`src/hw/rtl/rnfc_pkg.sv`:
```
package rnfc_pkg;

	localparam int RING_DEPTH = 6;
	localparam int IDX_W      = $clog2(RING_DEPTH);
	localparam int RANK_W     = $clog2(RING_DEPTH);
	localparam int MED_RANK   = RING_DEPTH / 2 - 1;

	localparam int FLOOR_W = 10;
	localparam int RUN_W   = 3;

	// (8*floor + median) / 9 by reciprocal: exact for sums below 2**17 / 4
	localparam int SUM_W     = FLOOR_W + 4;
	localparam int RECIP_W   = 15;
	localparam int DIV_SHIFT = 17;
	localparam int PROD_W    = SUM_W + RECIP_W;
	localparam logic [RECIP_W-1:0] RECIP = RECIP_W'(((1 << DIV_SHIFT) + 8) / 9);

	localparam logic [FLOOR_W-1:0] FLOOR_RESET = FLOOR_W'(250);
	localparam logic [RUN_W-1:0]   NEED_RESET  = RUN_W'(6);

	localparam logic CMD_NOISE = 1'b0;
	localparam logic CMD_CCA   = 1'b1;

	typedef enum logic [1:0] {
		V_PENDING = 2'd0,
		V_CLEAR   = 2'd1,
		V_BUSY    = 2'd2
	} verdict_t;

	typedef enum logic [2:0] {
		ST_IDLE,
		ST_DECODE,
		ST_MEDIAN,
		ST_MUL,
		ST_FLOOR,
		ST_EMIT
	} state_t;

	typedef struct packed {
		logic load_in;
		logic cca_step;
		logic ring_write;
		logic med_step;
		logic mul_step;
		logic floor_load;
		logic out_load;
	} ctl_cmd_t;

	typedef struct packed {
		logic is_cca;
		logic idle;
		logic med_last;
	} dp_status_t;

endpackage

```
`src/hw/rtl/rssi_noise_floor_cca.sv`:
```
// channel   direction  signals
// request   in         in_valid, in_ready, cmd, rssi, radio_idle
// result    out        out_valid, out_ready, noise_floor, verdict
// config    in         cfg_wen, cfg_wdata (clear_samples_needed)
//
// A CCA request or a noise request with the radio busy goes from decode to emit.
// An idle noise request writes the ring in decode; then the median search
// ranks one ring entry a cycle, then one multiply and one floor update.
// Reset: floor 250, run 0, ring unprimed, clear_samples_needed 6.
// A result waits in the output register; the next request is taken meanwhile.
module rssi_noise_floor_cca (
	input  logic                         clk,
	input  logic                         arst_n,
	input  logic                         in_valid,
	output logic                         in_ready,
	input  logic                         cmd,
	input  logic [rnfc_pkg::FLOOR_W-1:0] rssi,
	input  logic                         radio_idle,
	output logic                         out_valid,
	input  logic                         out_ready,
	output logic [rnfc_pkg::FLOOR_W-1:0] noise_floor,
	output logic [1:0]                   verdict,
	input  logic                         cfg_wen,
	input  logic [rnfc_pkg::RUN_W-1:0]   cfg_wdata
);
	import rnfc_pkg::*;

	ctl_cmd_t   ctl;
	dp_status_t sts;
	verdict_t   verdict_w;

	rnfc_ctrl u_ctrl (
		.clk       (clk),
		.arst_n    (arst_n),
		.in_valid  (in_valid),
		.in_ready  (in_ready),
		.out_valid (out_valid),
		.out_ready (out_ready),
		.sts       (sts),
		.cmd       (ctl)
	);

	rnfc_dp u_dp (
		.clk         (clk),
		.arst_n      (arst_n),
		.cmd         (ctl),
		.sts         (sts),
		.cfg_wen     (cfg_wen),
		.cfg_wdata   (cfg_wdata),
		.in_cmd      (cmd),
		.in_rssi     (rssi),
		.in_idle     (radio_idle),
		.out_floor   (noise_floor),
		.out_verdict (verdict_w)
	);

	assign verdict = verdict_w;

endmodule

```
`src/hw/rtl/rnfc_ctrl.sv`:
```
module rnfc_ctrl (
	input  logic                clk,
	input  logic                arst_n,
	input  logic                in_valid,
	output logic                in_ready,
	output logic                out_valid,
	input  logic                out_ready,
	input  rnfc_pkg::dp_status_t sts,
	output rnfc_pkg::ctl_cmd_t  cmd
);
	import rnfc_pkg::*;

	state_t state_q, state_d;
	logic   out_valid_q;

	always_ff @(posedge clk or negedge arst_n) begin
		if (!arst_n) begin
			state_q     <= ST_IDLE;
			out_valid_q <= 1'b0;
		end else begin
			state_q <= state_d;
			if (cmd.out_load) begin
				out_valid_q <= 1'b1;
			end else if (out_ready) begin
				out_valid_q <= 1'b0;
			end
		end
	end

	always_comb begin
		state_d = state_q;
		case (state_q)
			ST_IDLE: begin
				if (in_valid) state_d = ST_DECODE;
			end
			ST_DECODE: begin
				if (!sts.is_cca && sts.idle) state_d = ST_MEDIAN;
				else                         state_d = ST_EMIT;
			end
			ST_MEDIAN: begin
				if (sts.med_last) state_d = ST_MUL;
			end
			ST_MUL:   state_d = ST_FLOOR;
			ST_FLOOR: state_d = ST_EMIT;
			ST_EMIT: begin
				if (!out_valid_q || out_ready) state_d = ST_IDLE;
			end
			default:  state_d = ST_IDLE;
		endcase
	end

	always_comb begin
		cmd = '0;
		case (state_q)
			ST_IDLE:   cmd.load_in = in_valid;
			ST_DECODE: begin
				cmd.cca_step   = sts.is_cca;
				cmd.ring_write = !sts.is_cca && sts.idle;
			end
			ST_MEDIAN: cmd.med_step   = 1'b1;
			ST_MUL:    cmd.mul_step   = 1'b1;
			ST_FLOOR:  cmd.floor_load = 1'b1;
			ST_EMIT:   cmd.out_load   = !out_valid_q || out_ready;
			default:   cmd = '0;
		endcase
	end

	assign in_ready  = (state_q == ST_IDLE);
	assign out_valid = out_valid_q;

`ifndef NO_ASSERTIONS
	a_load_sets_valid: assert property (@(posedge clk) disable iff (!arst_n)
		cmd.out_load |=> out_valid_q)
		else $error("result load did not raise out_valid");
`endif

endmodule

```
`src/hw/rtl/rnfc_dp.sv`:
```
module rnfc_dp (
	input  logic                              clk,
	input  logic                              arst_n,
	input  rnfc_pkg::ctl_cmd_t                cmd,
	output rnfc_pkg::dp_status_t              sts,
	input  logic                              cfg_wen,
	input  logic [rnfc_pkg::RUN_W-1:0]        cfg_wdata,
	input  logic                              in_cmd,
	input  logic [rnfc_pkg::FLOOR_W-1:0]      in_rssi,
	input  logic                              in_idle,
	output logic [rnfc_pkg::FLOOR_W-1:0]      out_floor,
	output rnfc_pkg::verdict_t                out_verdict
);
	import rnfc_pkg::*;

	logic                 cmd_q;
	logic [FLOOR_W-1:0]   rssi_q;
	logic                 idle_q;
	logic [RUN_W-1:0]     need_q;
	logic [RUN_W-1:0]     run_q;
	logic                 primed_q;
	logic [IDX_W-1:0]     widx_q;
	logic [IDX_W-1:0]     midx_q;
	logic [FLOOR_W-1:0]   ring_q [RING_DEPTH];
	logic [FLOOR_W-1:0]   median_q;
	logic [PROD_W-1:0]    prod_q;
	logic [FLOOR_W-1:0]   floor_q;
	verdict_t             verdict_q;

	logic [RUN_W-1:0]     need_eff;
	logic [RUN_W-1:0]     run_inc;
	logic                 pass;
	logic [IDX_W-1:0]     widx_nxt;
	logic [FLOOR_W-1:0]   cand;
	logic [RANK_W-1:0]    rank;
	logic [SUM_W-1:0]     blend;

	assign need_eff = (need_q == '0) ? RUN_W'(1) : need_q;
	assign run_inc  = run_q + RUN_W'(1);
	assign pass     = idle_q && (rssi_q >= floor_q);
	assign widx_nxt = (widx_q == IDX_W'(RING_DEPTH - 1)) ? '0 : widx_q + IDX_W'(1);
	assign cand     = ring_q[midx_q];
	assign blend    = {1'b0, floor_q, 3'b000} + SUM_W'(median_q);

	// rank with ties broken by position, so every entry has a distinct rank
	always_comb begin
		rank = '0;
		for (int k = 0; k < RING_DEPTH; k++) begin
			if (ring_q[k] < cand || (ring_q[k] == cand && IDX_W'(k) < midx_q))
				rank = rank + RANK_W'(1);
		end
	end

	always_ff @(posedge clk or negedge arst_n) begin
		if (!arst_n) begin
			need_q    <= NEED_RESET;
			run_q     <= '0;
			primed_q  <= 1'b0;
			widx_q    <= '0;
			floor_q   <= FLOOR_RESET;
			midx_q    <= '0;
			verdict_q <= V_PENDING;
		end else begin
			if (cfg_wen) need_q <= cfg_wdata;
			if (cmd.load_in) verdict_q <= V_PENDING;
			if (cmd.cca_step) begin
				if (!pass) begin
					run_q     <= '0;
					verdict_q <= V_BUSY;
				end else if (run_inc >= need_eff) begin
					run_q     <= '0;
					verdict_q <= V_CLEAR;
				end else begin
					run_q <= run_inc;
				end
			end
			if (cmd.ring_write) begin
				primed_q <= 1'b1;
				midx_q   <= '0;
				if (primed_q) widx_q <= widx_nxt;
			end
			if (cmd.med_step) midx_q <= midx_q + IDX_W'(1);
			if (cmd.floor_load) floor_q <= prod_q[DIV_SHIFT +: FLOOR_W];
		end
	end

	always_ff @(posedge clk) begin
		if (cmd.load_in) begin
			cmd_q  <= in_cmd;
			rssi_q <= in_rssi;
			idle_q <= in_idle;
		end
		if (cmd.ring_write) begin
			if (!primed_q) begin
				for (int k = 0; k < RING_DEPTH; k++) ring_q[k] <= rssi_q;
			end else begin
				ring_q[widx_nxt] <= rssi_q;
			end
		end
		if (cmd.med_step && rank == RANK_W'(MED_RANK)) median_q <= cand;
		if (cmd.mul_step) prod_q <= PROD_W'(blend) * PROD_W'(RECIP);
		if (cmd.out_load) begin
			out_floor   <= floor_q;
			out_verdict <= verdict_q;
		end
	end

	assign sts.is_cca   = (cmd_q == CMD_CCA);
	assign sts.idle     = idle_q;
	assign sts.med_last = (midx_q == IDX_W'(RING_DEPTH - 1));

`ifndef NO_ASSERTIONS
	a_clear_resets_run: assert property (@(posedge clk) disable iff (!arst_n)
		cmd.cca_step |=> (verdict_q != V_CLEAR || run_q == '0))
		else $error("clear verdict left a run behind");
	a_write_primes: assert property (@(posedge clk) disable iff (!arst_n)
		cmd.ring_write |=> primed_q)
		else $error("ring write did not prime the ring");
	a_median_needs_prime: assert property (@(posedge clk) disable iff (!arst_n)
		cmd.med_step |-> primed_q)
		else $error("median search on an unprimed ring");
`endif

endmodule
```
`config.mk`:
```
export PLATFORM = sky130hd
export DESIGN_NAME = rssi_noise_floor_cca
export DESIGN_NICKNAME = d
export VERILOG_FILES = /design/src/hw/rtl/rnfc_pkg.sv /design/src/hw/rtl/rssi_noise_floor_cca.sv /design/src/hw/rtl/rnfc_ctrl.sv /design/src/hw/rtl/rnfc_dp.sv
export SDC_FILE = /design/constraint.sdc
export NUM_CORES = 1
export LEC_CHECK = 0
export BUFFER_PORTS_ARGS = -buffer_cell sky130_fd_sc_hd__clkbuf_2
export CORE_MARGIN = 8
export CORE_UTILIZATION = 45
export CTS_CLUSTER_DIAMETER = 50
export DETAILED_ROUTE_END_ITERATION = 12
export SYNTH_ARGS = -nofsm -noshare
export SYNTH_HDL_FRONTEND = slang
export SYNTH_SLANG_ARGS = --single-unit
```
`constraint.sdc`:
```
create_clock -name clk -period 17.9 [get_ports clk]
set_input_delay 0.895 -clock clk [delete_from_list [all_inputs] [get_ports clk]]
set_output_delay 0.895 -clock clk [all_outputs]
set_load 0.1 [all_outputs]
```
=== Yosys cells after proc, flatten, opt, wreduce, memory -nomap -nowiden ===
Memory sizes are Yosys's and may differ from the RTL's.
Index checks and enable logic that the tools add are counted.

* Reductions and logical operators: 25
* Order comparisons: 14
* Equal/unequal tests: 17
* Muxes and demuxes: 38
* $mul: 1
* $add $sub $neg: 9

{| class="wikitable"
|+ Operators with widths
! cell !! number
|-
| $eq 10x10->1 || 6
|-
| $lt 10x10->1 || 6
|-
| $mux 3 || 16
|-
| $mul 14x12->25 const B || 1
|-
| $add 3x1->3 const B || 7
|-
| $pmux 3 s6 || 1
|-
| $mux 1 || 15
|-
| $add 13x10->14 || 1
|-
| $eq 3x3->1 const B || 4
|-
| $ge 10x10->1 || 1
|-
| $mux 10 || 1
|-
| $mux 2 || 5
|-
| $reduce_or 10->1 || 1
|-
| $eq 3x2->1 const B || 3
|-
| $logic_and 1x1->1 || 9
|-
| $logic_or 1x1->1 || 7
|-
| $logic_not 3->1 || 2
|-
| $lt 1x3->1 const A || 2
|-
| $lt 2x3->1 const A || 2
|-
| $lt 3x3->1 const A || 2
|-
| $ne 2x2->1 const B || 2
|-
| $reduce_bool 2->1 || 2
|-
| $eq 3x1->1 const B || 1
|-
| $ge 3x3->1 || 1
|-
| other kinds (5) || 6
|}

* Memories: 1
* Word-level logic and storage cells: 121
* Register bits: 88
* Output and inout port bits: 14
* RAM bits: 60

{| class="wikitable"
|+ Memories
! memory !! depth !! bits a word !! read ports !! clocked after Yosys merged registers in !! wr ports !! RTL line !! text
|-
| u_dp.ring_q || 6 || 10 || 7 || 0 || 6 || rnfc_dp.sv:24 || <nowiki>logic [FLOOR_W-1:0] ring_q [RING_DEPTH];</nowiki>
|}

=== Logic depth before layout (Yosys ltp) ===
An unclocked memory read counts as a cell.

* Depth after elaboration: 17
* Depth in mapped cells: 26
* Depth with buffers taken out: 26

=== Cells and area by module ===
From an unflattened synthesis, not the netlist that was laid out.

* Cell total of the unflattened synthesis: 899
* Area, all modules: 10386.2 um^2

{| class="wikitable"
|+ Modules (own cells, without submodules)
! module !! area an instance (um^2) !! seq. area each (um^2) !! cells an instance !! times used
|-
| rnfc_dp || 10123.5 || 4359.2 || 867 || 1
|-
| rnfc_ctrl || 262.8 || 100.1 || 32 || 1
|}

=== Worst setup path before layout ===
OpenSTA, ideal clock, no wires.

* Kind: register to register
* Start: reg u_dp.floor_q[1]
* End: reg u_dp.prod_q[25] (data pin)
* Cell stages (with the launch flop): 25
* Arrival time: 5879 ps
* Slack: 11764 ps
* Library setup time: 258 ps
* Path through: dfstp_2 -> inv_1 -> fa_1 -> nor2b_1 -> o21a_1 -> o21ai_0 -> nand2b_1 -> a21oi_1 -> xnor2_1 -> xor2_1 -> ha_1 -> ha_1 -> fa_1 -> fa_1 -> inv_1 -> fa_1 -> inv_1 -> ha_1 -> o211ai_1 -> o21ai_0 -> o2111ai_1 -> a21oi_1 -> or3_1 -> a21oi_1 -> xnor2_1

* Word-level cells in the longest chain between the ends: 2

{| class="wikitable"
|+ RTL lines
! item !! RTL line !! text
|-
| from (decl) || rnfc_dp.sv:27 || <nowiki>logic [FLOOR_W-1:0] floor_q;</nowiki>
|-
| from (signal assigned) || rnfc_dp.sv:83 || <nowiki>if (cmd.floor_load) floor_q <= prod_q[DIV_SHIFT +: FLOOR_W];</nowiki>
|-
| $add 13x10->14 || rnfc_dp.sv:43 || <nowiki>assign blend = {1'b0, floor_q, 3'b000} + SUM_W'(median_q);</nowiki>
|-
| $mul 14x12->25 || rnfc_dp.sv:101 || <nowiki>if (cmd.mul_step) prod_q <= PROD_W'(blend) * PROD_W'(RECIP);</nowiki>
|-
| to (signal assigned) || rnfc_dp.sv:101 ||
|-
| to (decl) || rnfc_dp.sv:26 || <nowiki>logic [PROD_W-1:0] prod_q;</nowiki>
|}

Every way passes these cells.
A chain may end at the register's enable or synchronous reset.

=== Final worst setup path ===
Same ends and word-level chain as after synthesis.

==> impl_metrics.tcl <==
set metrics [dict create \
    run_status "complete, no violations" \
    grt_pass1_vias 6446 \
    die_height_um 166 \
    grt-ovfl-total 0 \
    setup_violations 0 \
    hold_buffers 0 \
    drv_cap 0 \
    crit_path_end_kind "flop" \
    fin_skew_ps 10.1 \
    numCtsBuffers 17 \
    fin_tns_setup_ps 0 \
    r2r_cells 24 \
    path_cells "inv_1 > fa_1 > nor2b_1 > o21a_1 > o21ai_0 > nand2b_1 > a21oi_1 > xnor2_1 > xor2_1 > ha_1 > ha_1 > fa_1 > fa_1 > inv_1 > fa_1 > inv_1 > ha_1 > a21oi_1 > o21ai_0 > o2111ai_1 > a21oi_1 > or3_1 > a21oi_1 > xnor2_1" \
    place.gp.congestion 0.814 \
    drive_gt1_share_pct 13.3 \
    grt_max_degree 30 \
    critPathLaunchType "flop" \
    setup.reg_to_reg.worst_slack_ps 11190 \
    final_cell_mix "ha_1, edfxtp_1, inv_1" \
    first_pass_iters 4 \
    htreeDepth 4 \
    ys_seq_area_share_pct 43.9 \
    max_slew_margin_pct 25.1 \
    via_per_inst 5.35 \
    syn_area_per_cell_um2 12.4 \
    fin_crit_ps 6710 \
    hold_viol_final 0 \
    min_period_over_period_pct 37.5 \
    drt-initial-drc-count 384 \
    tightest_slew_ps 1120 \
    syn_area_um2 10100 \
    post-place-ws_ps 11260 \
    start_util_pct 45.4 \
    grt_pass1_wl_um 35400 \
    routed-via-count 6267 \
    drt-total-wl_um 22000 \
    core.rowCount 55 \
    max_clock_freq_mhz 149 \
    design.die.area_um2 27600 \
    r2r-start "u_dp.floor_q[1]$_DFFE_PN1P_" \
    setup_slack_ps 11190 \
    clockRootBuffer "clkbuf_16" \
    crit_path_start "u_dp.floor_q[1]$_DFFE_PN1P_" \
    diodes 0 \
    track_usage_pct 16.5 \
    synth_edf_count 124 \
    drc 0 \
    multiInputGateArea_um2 5310 \
    netlist_instances 817 \
    ys_types 63 \
    clk_pin_slew_ps 70 \
    synth_ff_type "edfxtp_1" \
    rsz0062_at_grt "false" \
    yosys_warnings 0 \
    fp.dieW_um 166 \
    wl_per_cell_um 18.8 \
    ant_nets 0 \
    final_nets 1082 \
    cts_sinks 153 \
    required_ps 18080 \
    critical_path_class "flop to flop" \
    final_common_cell "ha_1" \
    dpl.hpwl_um 17200 \
    clock_latency_ps 430 \
    hold_class "flop to flop" \
    cts_resized 0 \
    utilization_pct 50.7 \
    regArea_um2 4460 \
    endpoint "u_dp.prod_q[25]$_DFFE_PN_" \
    rr_endpoint "u_dp.prod_q[25]$_DFFE_PN_" \
    critPathArrivalTime_ps 6880 \
    io_buffers 33 \
    slew_violations 0 \
    ys_seq_elements 153 \
    syn_to_final_growth_pct 11.7 \
    cts_buffer_depth 2 \
    async_reset_ff_share_pct 19.0 \
    boundaryPins 34 \
    antenna_found_initial 0 \
    fill_cells 1982 \
    cts_setup_buffers 0 \
    core_region_area_um2 22400 \
    cp_slowest_cell "xnor2_1" \
    tritoncts "yes" \
    cp_slowest_stage_delay_ps 580 \
    worstPathMaxFanout 7 \
]
## final cells by class
class	instances	area share (%)
clock buffer	17	3.75
clock inverter	15	1.63
sequential	153	39.4
tap	285	3.15
inverter	97	3.21
timing repair buffer	42	2.05
multi-input combinational	562	46.8
## metrics by stage
stage / std cells / cell area (um^2) / hold WS, ps
after floorplan: 826 / 10200 / 425
after global placement: 1139 / 10700 / 437
after detailed placement: 1139 / 10700 / 438
after CTS: 1171 / 11300 / 458
after global routing: 1171 / 11300 / 468
final: 1171 / 11300 / 459
## sequential cells by signal (all words and copies together) (netlist names), 3 cells and up
register,cells
u_dp.run_q,3
u_dp.rssi_q,10
u_dp.midx_q,3
u_dp.floor_q,10
u_ctrl.state_q,3
u_dp.out_floor,10
u_dp.ring_q,80
u_dp.need_q,3
u_dp.median_q,10
u_dp.prod_q,10
u_dp.widx_q,3
## synthesized netlist by cell type, types with 3 or more instances
cell       count  area, um^2
o2111ai_1      3        26.3
o21a_1         3        22.5
nand2b_1      10        62.6
a211oi_1       6        45.0
and2_1         3        18.8
nand3b_1       3        22.5
o211ai_1       3        22.5
edfxtp_1     124        3720
dfstp_2        8         210
a21o_1        17         128
fa_1          31         621
inv_1         97         364
nand2_1       47         176
nor2b_1       12        75.1
nand4_1       14        87.6
xnor2_1       24         210
mux2i_1       10         100
nor3_1         7        35.0
a21oi_1       46         230
mux2_2         5        56.3
xor2_1        16         140
and3_1         8        50.1
dfrtp_1       21         526
mux4_2        19         428
or3_1          6        37.5
clkbuf_1       9        33.8
ha_1         158        1980
or2_2          3        18.8
nor2_1        17        63.8
o21bai_1       4        30.0
o21ai_0       32         160
nand3_1       11        55.1
a31oi_1        3        18.8
## kinds of logic after synthesis
logic type	count (synthesis)	share of synthesized area [%]
other	1	0.0370
xor gates and xnor gates	43	4.17
and+or+nand+nor	148	7.51
buffers and inverters	111	4.20
AOI/OAI and AO/OA	135	8.33
adders and majority gates	191	25.8
muxes	35	6.02
DFF	153	43.9
## worst max-delay path, delay by kind of cell (launching register included)
| kind | cells | cell delay, ps |
|---|---|---|
| xor gates and xnor gates | 3 | 830 |
| AOI/OAI and AO/OA | 8 | 1280 |
| DFF | 1 | 550 |
| buffers and inverters | 3 | 190 |
| adders and majority gates | 7 | 2990 |
| and+or+nand+nor | 3 | 620 |
## metal layers
metal	part of all wire [%]	vias to the layer above	routed length (um)	global-route usage [%]
met5	0	-	0	0
met4	1.1	0	231	3.75
met3	3.4	18	751	2.76
met2	49	95	10700	27.6
met1	47	3072	10300	22.2
li1	-	3082	-	-
## worst min-delay path by stage
stage,startpoint,end,depth (start not counted)
5_1_grt,u_dp.verdict_q[1]$_DFF_PN0_,u_dp.out_verdict[1]$_DFFE_PP_,0
4_1_cts,u_dp.verdict_q[1]$_DFF_PN0_,u_dp.out_verdict[1]$_DFFE_PP_,0
3_5_place_dp,u_dp.prod_q[26]$_DFFE_PN_,u_dp.floor_q[9]$_DFFE_PN0P_,2
2_1_floorplan,u_dp.verdict_q[1]$_DFF_PN0_,u_dp.out_verdict[1]$_DFFE_PP_,0
6_report,u_dp.prod_q[22]$_DFFE_PN_,u_dp.floor_q[5]$_DFFE_PN1P_,2
3_3_place_gp,u_dp.prod_q[20]$_DFFE_PN_,u_dp.floor_q[3]$_DFFE_PN1P_,2
Power is not shown: default switching activity piles up to over one toggle a cycle in this logic, so the estimate is an artifact.
